### src/dqtt_pkg.sv
// Types, constants and codes of the delta queue task timer
package dqtt_pkg;
	localparam int SLOTS = 16;
	localparam int SW = $clog2(SLOTS + 1);
	localparam int SIW = (SLOTS > 1) ? $clog2(SLOTS) : 1;
	localparam logic [SW-1:0] NIL = SW'(SLOTS);

	typedef logic [SW-1:0] ptr_t;

	typedef enum logic [1:0] {
		FN_TICK = 2'd0,
		FN_ADD  = 2'd1,
		FN_DEL  = 2'd2,
		FN_DISP = 2'd3
	} func_t;

	typedef enum logic [1:0] {
		ST_OK    = 2'd0,
		ST_FULL  = 2'd1,
		ST_EMPTY = 2'd2
	} status_t;

	typedef enum logic [1:0] {
		S_IDLE,
		S_SCAN,
		S_APPLY
	} state_t;

	typedef struct packed {
		logic [1:0]  func;
		logic [31:0] first_delay;
		logic [31:0] repeat_period;
		logic [3:0]  target_id;
	} in_beat_t;

	typedef struct packed {
		logic [3:0] slot_id;
		logic       fired;
		logic [1:0] status;
	} out_beat_t;

	// one cell of the queue chain in order from head
	typedef struct packed {
		logic        used;
		logic [SW-1:0] id;
		logic [31:0] delta;
		logic [31:0] period;
	} entry_t;

	// command broadcast to every cell
	typedef enum logic [2:0] {
		CC_HOLD,
		CC_TICK,
		CC_POP,
		CC_INS,
		CC_DEL
	} ccmd_t;

	typedef struct packed {
		ccmd_t         cmd;
		logic [SW-1:0] pos;
		entry_t        ent;
	} cell_ctl_t;
endpackage

### src/dqtt_cell.sv
// One queue position: holds an entry, shifts toward head or tail with its neighbors
module dqtt_cell (
	input  logic              clk,
	input  logic              arst_n,
	input  logic [dqtt_pkg::SW-1:0] my_pos,
	input  dqtt_pkg::cell_ctl_t ctl,
	input  dqtt_pkg::entry_t  left,
	input  dqtt_pkg::entry_t  right,
	output dqtt_pkg::entry_t  ent
);
	import dqtt_pkg::*;

	entry_t ent_q, nxt;

	always_comb begin
		nxt = ent_q;
		unique case (ctl.cmd)
			CC_TICK: begin
				if (my_pos == '0 && ent_q.used && ent_q.delta != 32'd0)
					nxt.delta = ent_q.delta - 32'd1;
			end
			CC_POP: nxt = right;
			CC_DEL: begin
				if (my_pos >= ctl.pos)
					nxt = right;
				if (my_pos == ctl.pos && right.used)
					nxt.delta = ctl.ent.delta;
			end
			CC_INS: begin
				if (my_pos == ctl.pos)
					nxt = ctl.ent;
				else if (my_pos > ctl.pos)
					nxt = left;
				if (my_pos == ctl.pos + 1'b1 && left.used)
					nxt.delta = left.delta - ctl.ent.delta;
			end
			default: ;
		endcase
	end

	always_ff @(posedge clk or negedge arst_n) begin
		if (!arst_n) begin
			ent_q <= '0;
		end else begin
			ent_q <= nxt;
		end
	end

	assign ent = ent_q;
endmodule

### config.mk
export PLATFORM = sky130hd
export DESIGN_NAME = dqtt_cell
export DESIGN_NICKNAME = d
export VERILOG_FILES = /design/src/dqtt_pkg.sv /design/src/dqtt_cell.sv
export SDC_FILE = /design/constraint.sdc
export NUM_CORES = 1
export LEC_CHECK = 0
export BUFFER_PORTS_ARGS = -buffer_cell sky130_fd_sc_hd__clkbuf_2
export CAP_MARGIN = 20
export CORE_MARGIN = 3
export CORE_UTILIZATION = 50
export CTS_BUF_LIST = sky130_fd_sc_hd__clkbuf_4 sky130_fd_sc_hd__clkbuf_8 sky130_fd_sc_hd__clkbuf_16
export CTS_CLUSTER_SIZE = 30
export DETAILED_ROUTE_END_ITERATION = 10
export PLACE_DENSITY = 0.95
export RECOVER_POWER = 50
export SETUP_SLACK_MARGIN = 0.02
export SYNTH_ARGS = -nofsm -noshare
export SYNTH_HDL_FRONTEND = slang
export SYNTH_SLANG_ARGS = --single-unit
### constraint.sdc
create_clock -name clk -period 5.7 [get_ports clk]
set_input_delay 0.285 -clock clk [delete_from_list [all_inputs] [get_ports clk]]
set_output_delay 0.285 -clock clk [all_outputs]
set_load 0.01 [all_outputs]
==> impl_results.md, run 1 <==
* Number of synthesized flops with an enable pin at 0
* Proportion of synthesized area in mux cells at 0.00993
* Die height at 125 um
* Clk buf depth at 2
* Slew Limit Fails at 71
* Critical path class: in -> async
* Cell area after layout at 8920 um^2
* Cell count after synthesis at 993
* CTS tree: yes
* Share of the synthesized area in the top cell type at 0.248
* Relative slew slack at -1.60
* Largest family of logic cells by synthesized area: compound AO/OA/AOI/OAI gates
* Clock skew at 5.34 ps
* Critical Path Start: arst_n
* Violated checks: max-capacitance violations, max-slew violations
* Hold_buf cts at 0
* DIE WIDTH at approximately 120 um
* Clock Pin Slew Worst Setup and Hold Paths at 60 ps
* Worst path depth at 2
* Worst R2R End: ent[63]
* Maximum clock rate at 278 MHz
* Static Leak at roughly 4.4 nW
* Worst path max stage delay at roughly 2700 ps
* Fin worst setup slack at ~2100 ps
* Status: finished with violations
* Vias in the first global route at 8219
* Adder-cell share of the synthesized area at 0.0720
* Worst path bufs/invs at 2
* Clock latency on the worst-skew pair at 320 ps
* RSZ-0062 raised after global routing: no
* Xor and xnor area share after synthesis at 0.0261
* Dpl cell area at 8580 um^2
* Post-Synth Simple-Gate Area at 0.222
* Pwr dens at 273 nW/um^2
* Total GRT Usage at 0.316
* Layout cells sized above 1 at 0.245
* Ys async rst share at 1.00
* Critical path data arrival time at 3130 ps
* Primary FF master, synth: dfrtp_1
* Total number of vias at slightly below 9k
* Wire per inst at 18.1 um
* Average size of a mapped cell at around 7.1 um^2
* Hold_ws at between 200 and 250 ps
* Cell variety after synth at 72
* Die ar. at 15600 um^2
* Synth Area in Compound Gates at 0.357
* Peak supply drop at between 200 and 250 uV
* FF-to-FF setup slack at 2200 ps
* PortBufs at 294
* Crit start category: input port
* Cell area after synthesis at 7060 um^2
* Ant diodes at 0
* Gp weighted congestion at 1.01
* Slowest-stage cell, CP: clkbuf_1
* Post-CTS setup buffer count at 0
* Worst EP required at around 5200 ps
* CP endpoint: ent[12]
* Nets at ~1.5k
* 1st-iter DRT viols at 1056
* Hold crit path type: in -> reg
* Period utilization at 0.632
* Worst setup EP type: async pin
* Grt met2 use at 0.497
* Synth top area cells: dfrtp_1 25%, a21oi_1 10%, nand2_1 9.6%
* Number of I/O pins at roughly 300
* # clock sinks at 70
* # setup viols final at 0
* First-pass GRT wire length at about 41 mm
* Post-synth net total at 1258
* Post-layout min period at 3600 ps
* Grt total ovfl at 0
* Initial antenna violation count at 0
* TritonCTS Buffers at 9
* FF+latch count, synth at 70
* Reg-to-Reg Start: ent[32]
* Drc violations at 0
* Slew @ Worst Pin at approximately 3900 ps
* Met1 GRT Util at 0.418
* P&R area growth vs syn at 26.4%
* Root Driver: clkbuf_16
* Max Cap Violations at 1
* Yosys warnings at 0
* Endpoints failing hold at 0
* Resize count post-CTS at 0
* Post-Place Worst Slack at 2270 ps
* Top-count cell post-synth: nand2_1
* Setup TNS at 0 ps
* Tot Pwr at ~2.4 mW
* Area leader, netlist: dfrtp_1
* Total iterations of the first detailed-routing run at 6
* HPWL Detailed at 19.8 mm
* Core ar. at 13500 um^2
* CTS H-tree lvls at 3
* Routed wire length at 25.9 mm
* Largest net degree at the start of global routing at 85
* Reg2reg path depth at 10
* Register area share after synthesis at 0.248
* Antenna Nets Post-Route at 0
* Max reg flops at 70
* Critical path, cell by cell: buf_2 -> clkbuf_1
* GRT busiest layer: met2
* Core Rows at 42
* Initial Util at 0.523
* Synth top cells by count: 181 x nand2_1, 147 x a21oi_1, 80 x o21ai_0
* Largest delay share family, worst path: buffers and inverters
* GR Layer Usage met3 at 0.0716
* Crit path max fanout at 70
* DR vias/cell at 6.27
[cells in the final DEF (no fill, tap or decap), types with 6 or more instances in the layout]
cell type / instances
a221oi_1: 17
dfrtp_1: 70
nor3_1: 15
and3_1: 11
ha_1: 39
buf_4: 9
nand2b_1: 10
a221oi_2: 6
a32oi_1: 6
nor4_1: 6
xnor2_1: 18
clkbuf_2: 258
nor2_1: 71
a21oi_1: 146
inv_1: 51
clkbuf_1: 36
nand2_1: 179
clkbuf_16: 9
o21a_1: 9
a21o_1: 20
o22a_1: 8
a221o_1: 9
o21ai_0: 80
mux2i_1: 7
a31oi_1: 13
o211ai_1: 8
nand4_1: 6
or3_1: 10
nand3_1: 9
[logic make-up (layout without fill, tap and decap cells)]
kind of cell / after synthesis / count (layout)
adders and majority gates: 40 / 40
and+or+nand+nor: 349 / 349
buffers and inverters: 113 / 372
AOI/OAI and AO/OA: 393 / 393
DFF: 70 / 70
xor gates and xnor gates: 21 / 21
muxes: 7 / 7
[power breakdown]
part           switching, mW  total [mW]  leakage [nW]  internal [mW]
sequential             0.172       0.810         0.854          0.638
clock                  0.216       0.699         0.179          0.483
combinational          0.546       0.930          3.35          0.384
total                  0.934        2.44          4.38           1.51
[metrics by stage]
stage                     cells  utilization
final                      1428        0.661
after floorplan             993            -
after detailed placement   1411        0.635
after global routing       1428        0.661
after CTS                  1427        0.663
after global placement     1411        0.635
[final cells by class]
| class | instances | area [um^2] |
|---|---|---|
| Multi-Input combinational cell | 810 | 4870 |
| Tap cell | 176 | 220 |
| Timing Repair Buffer | 305 | 1520 |
| Inverter | 51 | 191 |
| Clock buffer | 10 | 239 |
| Fill cell | 1238 | 4580 |
| Clock inverter | 6 | 133 |
| Sequential cell | 70 | 1750 |
[layer usage]
metal	wire (um)	up-vias
met3	2890	115
met2	11800	628
met5	0	-
li1	-	4135
met4	1300	0
met1	9970	4071
[worst min-delay path by stage]
stage,startpoint,end,depth (start not counted)
2_1_floorplan,arst_n,ent[0],0
3_3_place_gp,ent[30],ent[30],2
3_5_place_dp,ent[24],ent[24],2
4_1_cts,arst_n,ent[65],2
5_1_grt,right[66],ent[66],3
6_report,right[9],ent[9],3
Note: power is estimated with default switching activity, not from simulation.
==> run 2, diff against run 1 <==
--- a/config.mk
+++ b/config.mk
@@ -5,14 +5,15 @@
 export SDC_FILE = /design/constraint.sdc
 export NUM_CORES = 1
 export LEC_CHECK = 0
+export ABC_AREA = 1
 export BUFFER_PORTS_ARGS = -buffer_cell sky130_fd_sc_hd__clkbuf_2
 export CAP_MARGIN = 20
 export CORE_MARGIN = 3
-export CORE_UTILIZATION = 50
+export CORE_UTILIZATION = 48
 export CTS_BUF_LIST = sky130_fd_sc_hd__clkbuf_4 sky130_fd_sc_hd__clkbuf_8 sky130_fd_sc_hd__clkbuf_16
 export CTS_CLUSTER_SIZE = 30
 export DETAILED_ROUTE_END_ITERATION = 10
-export PLACE_DENSITY = 0.95
+export PLACE_DENSITY = 0.92
 export RECOVER_POWER = 50
 export SETUP_SLACK_MARGIN = 0.02
 export SYNTH_ARGS = -nofsm -noshare
==> constraint.sdc (replaced) <==
create_clock -name clk -period 3 [get_ports clk]
set_input_delay 0.15 -clock clk [delete_from_list [all_inputs] [get_ports clk]]
set_output_delay 0.15 -clock clk [all_outputs]
set_load 0.01 [all_outputs]
==> run 2 against run 1 <==
Net effect: the flow now finishes without violations; global-route usage is 1.6 points higher; first-iteration DRC count grew 31%; combinational power grew to 2.6 times the previous value; clock power grew 59%; synthesized cell count increased by 57%; flip-flop and latch count stayed put; design area rose by 18%; final cell count rose by 43%; core utilization down 6.3 points; setup slack got worse by 1600 ps; wire length increased by 30%; register-to-register slack got worse by 1700 ps; critical endpoint is now ent[48]; largest cell class unchanged; highest routed layer is now met5.
==> impl_results.md, run 2 <==
* Status: finished clean (was finished with violations)
* Synth top cells by count: 533 x nand2_1, 226 x nor2_1, 213 x inv_1 (was 181 x nand2_1, 147 x a21oi_1, 80 x o21ai_0)
* Ant diodes at 0 (unchanged)
* Ys async rst share at 1.00 (unchanged)
* Switching portion of total power at 0.464 (was 0.383)
* Fin worst setup slack at 453 ps (was 2100 ps)
* Vias in the first global route at 10.6k (was 8219)
* Number of I/O pins at 295 (unchanged)
* DIE WIDTH at 141 um (was 125 um)
* Hold crit path type: in -> reg (unchanged)
* CTS tree: yes (unchanged)
* FF+latch count, synth at 70 (unchanged)
* Cell area after layout at 10500 um^2 (was 8920 um^2)
* Top-count cell post-synth: nand2_1 (unchanged)
* Wire per inst at 16.5 um (was 18.1 um)
* Largest delay share family, worst path: simple AND/OR/NAND/NOR gates (was buffers and inverters)
* CTS H-tree lvls at 3 (unchanged)
* Total GRT Usage at 0.332 (was 0.316)
* Cell variety after synth at 44 (was 72)
* Core Rows at 48 (was 42)
* Clock latency on the worst-skew pair at 350 ps (was 320 ps)
* Resize count post-CTS at 0 (unchanged)
* Die ar. at 19900 um^2 (was 15600 um^2)
* RSZ-0062 raised after global routing: no (unchanged)
* Slowest-stage cell, CP: inv_2 (was clkbuf_1)
* DR vias/cell at 5.54 (was 6.27)
* Clk buf depth at 2 (unchanged)
* Relative slew slack at 0.0743 (was -1.60)
* Dpl cell area at 10300 um^2 (was 8580 um^2)
* Cell area after synthesis at 8760 um^2 (was 7060 um^2)
* Die height at 141 um (was 125 um)
* Root Driver: clkbuf_16 (unchanged)
* Worst setup EP type: flop (was async pin)
* Static Leak at 5.79 nW (was 4.38 nW)
* Worst EP required at 3230 ps (was 5230 ps)
* Commonest non-fill, non-tap cell in the layout: nand2_1 (was clkbuf_2)
* Combinational fraction of design power at 0.479 (was 0.381)
* Initial Util at 0.498 (was 0.523)
* Hold_buf cts at 1 (was 0)
* Final Instance Count excl. Fillers at 2048 (was 1428)
* Yosys warnings at 0 (unchanged)
* Layout cells sized above 1 at 0.165 (was 0.245)
* Period utilization at 0.849
* Post-Place Worst Slack at 499 ps (was 2270 ps)
* Average size of a mapped cell at 5.62 um^2 (was 7.11 um^2)
* Max reg flops at 70 (unchanged)
* Clk pwr share at 0.219 (was 0.287)
* Synth top area cells: nand2_1 23%, dfrtp_1 20%, nor2_1 9.7% (was dfrtp_1 25%, a21oi_1 10%, nand2_1 9.6%)
* Register area share after synthesis at 0.200 (was 0.248)
* Initial antenna violation count at 2 (was 0)
* Primary FF master, synth: dfrtp_1 (unchanged)
* PortBufs at 294 (unchanged)
* P&R area growth vs syn at 20.1% (was 26.4%)
* Setup TNS at 0 ps (unchanged)
* Crit start category: flop (was input port)
* Post-layout min period at 2550 ps
* Nets at 2083 (was 1512)
* Slew Limit Fails at 0 (was 71)
* Commonest non-fill, non-tap cells in the layout: 533 x nand2_1, 226 x nor2_1, 226 x clkbuf_2 (was 258 x clkbuf_2, 179 x nand2_1, 146 x a21oi_1)
* Area leader, netlist: nand2_1 (was dfrtp_1)
* Critical path data arrival time at 2780 ps (was 3130 ps)
* Maximum clock rate at 393 MHz
* Worst path max stage delay at 470 ps (was 2730 ps)
* Total iterations of the first detailed-routing run at 6 (unchanged)
* Core ar. at 17600 um^2 (was 13500 um^2)
* Number of synthesized flops with an enable pin at 0 (unchanged)
* P_int at 2.72 mW (was 1.51 mW)
* Post-CTS setup buffer count at 0 (unchanged)
* TritonCTS Buffers at 9 (unchanged)
* Pwr dens at 483 nW/um^2 (was 273 nW/um^2)
* Cell count after synthesis at 1559 (was 993)
* 1st-iter DRT viols at 1382 (was 1056)
* First-pass GRT wire length at 53.7 mm (was 40.9 mm)
* Gp weighted congestion at 1.01 (about the same)
* Clock Pin Slew Worst Setup and Hold Paths at 70 ps (was 60 ps)
* Endpoints failing hold at 0 (unchanged)
* Antenna Nets Post-Route at 0 (unchanged)
* HPWL Detailed at 26.9 mm (was 19.8 mm)
* Sw Pwr at 2.36 mW (was 0.934 mW)
* # clock sinks at 70 (unchanged)
* # setup viols final at 0 (unchanged)
* Slew @ Worst Pin at 1390 ps (was 3890 ps)
* Reg power frac at 0.302 (was 0.332)
* Total number of vias at 11.4k (was 8949)
* Post-synth net total at 1824 (was 1258)
* Worst path bufs/invs at 3 (was 2)
* Drc violations at 0 (unchanged)
* Most used cell, CP: nand2_1
* Largest net degree at the start of global routing at 96 (was 85)
* Crit path max fanout at 25 (was 70)
* Final core occ at 0.598 (was 0.661)
* Peak supply drop at 411 uV (was 206 uV)
* Grt total ovfl at 0 (unchanged)
* Clock skew at 9.03 ps (was 5.34 ps)
* Share of the synthesized area in the top cell type at 0.228 (was 0.248)
* Max Cap Violations at 0 (was 1)
* Critical path class: reg -> reg (was in -> async)
* Critical path, cell by cell: inv_1 -> ha_1 -> nand2_1 -> nor2_4 -> nand4_1 -> nand2_1 -> nand2_1 -> nand3_4 -> inv_2 -> nand3_1 -> nand2_1 -> inv_1 (was buf_2 -> clkbuf_1)
* Routed wire length at 33.8 mm (was 25.9 mm)
* Placed Cells at 2031 (was 1411)
==> run 2: cell families after synthesis <==
| logic type | Yosys count | synth area share |
|---|---|---|
| AND/OR/NAND/NOR | 900 | 0.419 |
| AO/OA/AOI/OAI | 242 | 0.164 |
| flip-flops | 70 | 0.200 |
| adder cells (fa/ha/maj) | 40 | 0.0580 |
| buffers and inverters | 281 | 0.132 |
| XOR/XNOR | 26 | 0.0260 |
==> run 2: final timing paths <==
path	from	end	slack, ps	cells past startpoint
worst max register to register	ent[32]	ent[48]	450	12
worst min-delay path	right[11]	ent[11]	40	3
worst min register to register	ent[11]	ent[11]	550	2
min in group asynchronous	arst_n	ent[31]	640	2
worst max-delay path	ent[32]	ent[48]	450	12
max in group asynchronous	arst_n	ent[10]	690	3
==> run 2: layout make-up <==
cell class,instances,area [um^2]
tap,225,282
fill,1691,7080
sequential,70,1750
timing repair buffer,305,1490
inverter,224,841
clock inverter,6,61.3
clock buffer,10,233
multi-input combinational,1208,5860
==> run 2: power groups by stage <==
stage / clock network (mW) / registers, mW / logic, mW
after CTS: 1.11 / 1.52 / 2.45
final: 1.11 / 1.54 / 2.43
after global routing: 1.16 / 1.57 / 2.70
after floorplan: 0 / 1.59 / 1.46
after detailed placement: 0 / 1.53 / 2.42
after global placement: 0 / 1.52 / 2.36
==> run 2: per-layer routing <==
layer  track usage  vias up  routed length [um]
met3        0.0787      129                4000
met1         0.436     5026               13000
met5             0        -                  21
li1              -     5464                   -
met2         0.520      728               15100
met4         0.144        4                1640
==> run 2: through the flow <==
step                      hold WS [ps]  total power [mW]
after global routing              45.3              5.43
after CTS                         37.1              5.08
after floorplan                   -146              3.05
after global placement             169              3.88
after detailed placement           170              3.96
final                             38.2              5.08
==> run 2: worst register-to-register path, cell delays in order, from the launching register on <==
cell and delay, ps:
dfrtp_1 430, inv_1 150, ha_1 280, nand2_1 210, nor2_4 80, nand4_1 110
nand2_1 60, nand2_1 90, nand3_4 270, inv_2 480, nand3_1 130, nand2_1 90
inv_1 50
==> run 3, diff against run 2 <==
--- a/config.mk
+++ b/config.mk
@@ -5,15 +5,15 @@
 export SDC_FILE = /design/constraint.sdc
 export NUM_CORES = 1
 export LEC_CHECK = 0
-export ABC_AREA = 1
+export ABC_AREA = 0
 export BUFFER_PORTS_ARGS = -buffer_cell sky130_fd_sc_hd__clkbuf_2
 export CAP_MARGIN = 20
 export CORE_MARGIN = 3
-export CORE_UTILIZATION = 48
+export CORE_UTILIZATION = 45
 export CTS_BUF_LIST = sky130_fd_sc_hd__clkbuf_4 sky130_fd_sc_hd__clkbuf_8 sky130_fd_sc_hd__clkbuf_16
 export CTS_CLUSTER_SIZE = 30
 export DETAILED_ROUTE_END_ITERATION = 10
-export PLACE_DENSITY = 0.92
+export PLACE_DENSITY = 0.91
 export RECOVER_POWER = 50
 export SETUP_SLACK_MARGIN = 0.02
 export SYNTH_ARGS = -nofsm -noshare
==> constraint.sdc (replaced) <==
create_clock -name clk -period 2.1 [get_ports clk]
set_input_delay 0.105 -clock clk [delete_from_list [all_inputs] [get_ports clk]]
set_output_delay 0.105 -clock clk [all_outputs]
set_load 0.01 [all_outputs]
==> run 3 against run 2 <==
Net effect: the flow now finishes with violations (negative setup slack); power increased by 51%; clock skew decreased by 0.80 ps; fmax about the same; critical endpoint is now ent[63]; wire length decreased by 4.3%; combinational power increased by 60%; first-iteration DRC count decreased by 8.0%.
==> impl_results.md, run 3 (same netlist as run 1, synthesis figures left out) <==
* Critical path class: reg -> reg (unchanged)
* Status: finished with violations (was finished clean)
* FF-to-FF setup slack at -450 ps (was 450 ps)
* Die height at 131 um (was 141 um)
* Die ar. at 17200 um^2 (was 19900 um^2)
* Total number of vias at 10.2k (was 11.4k)
* Gp weighted congestion at 1.03 (was 1.01)
* HPWL Detailed at 22.8 mm (was 26.9 mm)
* Wire per inst at 19.4 um (was 16.5 um)
* Critical Path Start: ent[33] (was ent[32])
* Clock Pin Slew Worst Setup and Hold Paths at 60 ps (was 70 ps)
* 1st-iter DRT viols at 1272 (was 1382)
* Critical path data arrival time at 2760 ps (was 2780 ps)
* Clock skew at 8.22 ps (was 9.03 ps)
* Worst EP required at 2310 ps (was 3230 ps)
* Crit path max fanout at 4 (was 25)
* Slew @ Worst Pin at 1200 ps (was 1390 ps)
* CTS H-tree lvls at 3 (unchanged)
* TritonCTS Buffers at 9 (unchanged)
* Initial Util at 0.463 (was 0.498)
* Wl on met1 at 11.9 mm (was 13.0 mm)
* Max reg flops at 70 (unchanged)
* Reg2reg path depth at 10 (was 12)
* Grt total ovfl at 0 (unchanged)
* Routed wl met3 at 3.65 mm (was 4.00 mm)
* Met2 WL post-DR at 14.7 mm (was 15.1 mm)
* Core ar. at 15300 um^2 (was 17600 um^2)
* Worst R2R End: ent[63] (was ent[48])
* CTS tree: yes (unchanged)
* Maximum clock rate at 392 MHz (was 393 MHz)
* CP endpoint: ent[63] (was ent[48])
* Post-layout min period at 2550 ps (about the same)
* Total GRT Usage at 0.338 (was 0.332)
* Period utilization at 1.21 (was 0.849)
* Total iterations of the first detailed-routing run at 9 (was 6)
* PortBufs at 294 (unchanged)
* Largest net degree at the start of global routing at 77 (was 96)
* Vias in the first global route at 9637 (was 10.6k)
* Routed wire length at 32.3 mm (was 33.8 mm)
* P&R area growth vs syn at 58.4% (was 20.1%)
* Drc violations at 0 (unchanged)
* Peak supply drop at 602 uV (was 411 uV)
* Max layer used: met4 (was met5)
* Commonest non-fill, non-tap cells in the layout: 259 x clkbuf_2, 187 x buf_4, 178 x nand2_1 (was 533 x nand2_1, 226 x nor2_1, 226 x clkbuf_2)
* Hold crit path type: in -> reg (unchanged)
* FILL cells at 1078 (was 1691)
* Number of I/O pins at 295 (unchanged)
* Cell area after layout at 11200 um^2 (was 10500 um^2)
* Crit start category: flop (unchanged)
* DIE WIDTH at 131 um (was 141 um)
* Dpl cell area at 10300 um^2 (about the same)
* Antenna Nets Post-Route at 0 (unchanged)
* Root Driver: clkbuf_16 (unchanged)
* Core Rows at 45 (was 48)
* Reg-to-Reg Start: ent[33] (was ent[32])
* Ant diodes at 0 (unchanged)
* Relative slew slack at 0.202 (was 0.0743)
* Layout cells sized above 1 at 0.403 (was 0.165)
* First-pass GRT wire length at 47.8 mm (was 53.7 mm)
* Clk buf depth at 2 (unchanged)
* Endpoints failing hold at 0 (unchanged)
* Commonest non-fill, non-tap cell in the layout: clkbuf_2 (was nand2_1)
* # clock sinks at 70 (unchanged)
* Nets at 1717 (was 2083)
* Violated checks: negative setup slack
* Slew Limit Fails at 0 (unchanged)
* Static Leak at 5.51 nW (was 5.79 nW)
* DR vias/cell at 6.14 (was 5.54)
* # setup viols final at 32 (was 0)
* Max Cap Violations at 0 (unchanged)
* Fin worst setup slack at -449 ps (was 453 ps)
* RSZ-0062 raised after global routing: yes (was no)
* Pwr dens at 685 nW/um^2 (was 483 nW/um^2)
* Initial antenna violation count at 1 (was 2)
* Tot Pwr at 7.65 mW (was 5.08 mW)
* Worst setup EP type: flop (unchanged)
* Clock latency on the worst-skew pair at 350 ps (about the same)
run 3: worst min-delay path by stage:
stage | startpoint | to | slack, ps | cells after the start
after CTS | right[32] | ent[32] | 40 | 3
after global placement | arst_n | ent[67] | 140 | 1
after global routing | right[31] | ent[31] | 40 | 3
final | right[20] | ent[20] | 40 | 3
after floorplan | arst_n | ent[0] | -190 | 0
after detailed placement | arst_n | ent[64] | 150 | 1
run 3: critical path: stages (launching register included):
cell and delay (ps):
dfrtp_1 380, buf_4 140, nor3_2 290, nand2_1 250
or3_4 410, nor2_4 120, and3_4 190, and3_4 190
o21ai_2 60, a221oi_2 270, a31oi_1 110
run 3: per-layer routing:
layer	vias to the layer above	GRT usage
li1	4544	-
met5	-	0
met4	0	0.165
met2	764	0.554
met3	238	0.0953
met1	4699	0.411
run 3: where the power goes:
group          leakage [nW]  total, mW  switching [mW]  internal, mW
sequential            0.853       2.05           0.312          1.73
clock                 0.159       1.72           0.641          1.08
combinational          4.50       3.89            2.11          1.78
total                  5.51       7.65            3.06          4.60
run 3: area by class of cell:
type | instances | area, um^2 | share of cell area
Clock buffer | 10 | 239 | 0.0214
Clock inverter | 6 | 93.8 | 0.00839
Inverter | 51 | 208 | 0.0186
Multi-Input combinational cell | 811 | 5370 | 0.480
Sequential cell | 70 | 1750 | 0.157
Tap cell | 211 | 264 | 0.0236
Timing Repair Buffer | 509 | 3260 | 0.291
run 3: through the flow:
stage | hold slack, ps | setup WS [ps] | setup TNS (ps) | util | instances
final | 43.7 | -449 | -10960 | 0.733 | 1668
after global routing | 39.6 | -497 | -12830 | 0.733 | 1668
after CTS | 35.6 | -369 | -8080 | 0.715 | 1657
after detailed placement | 152 | -757 | -23560 | 0.675 | 1631
after global placement | 141 | -690 | -19970 | 0.675 | 1631
after floorplan | -191 | -223 | -2350 | - | 993
run 3: repair_timing:
action | CTS | global route
gates cloned | 3 | 5
pin swaps | 34 | 19
hold buffers | 1 | 0
setup endpoints to repair | 32 | 70
setup buffers | 6 | 6
hold endpoints to repair | 41 | 0
gates resized for setup | 57 | 31
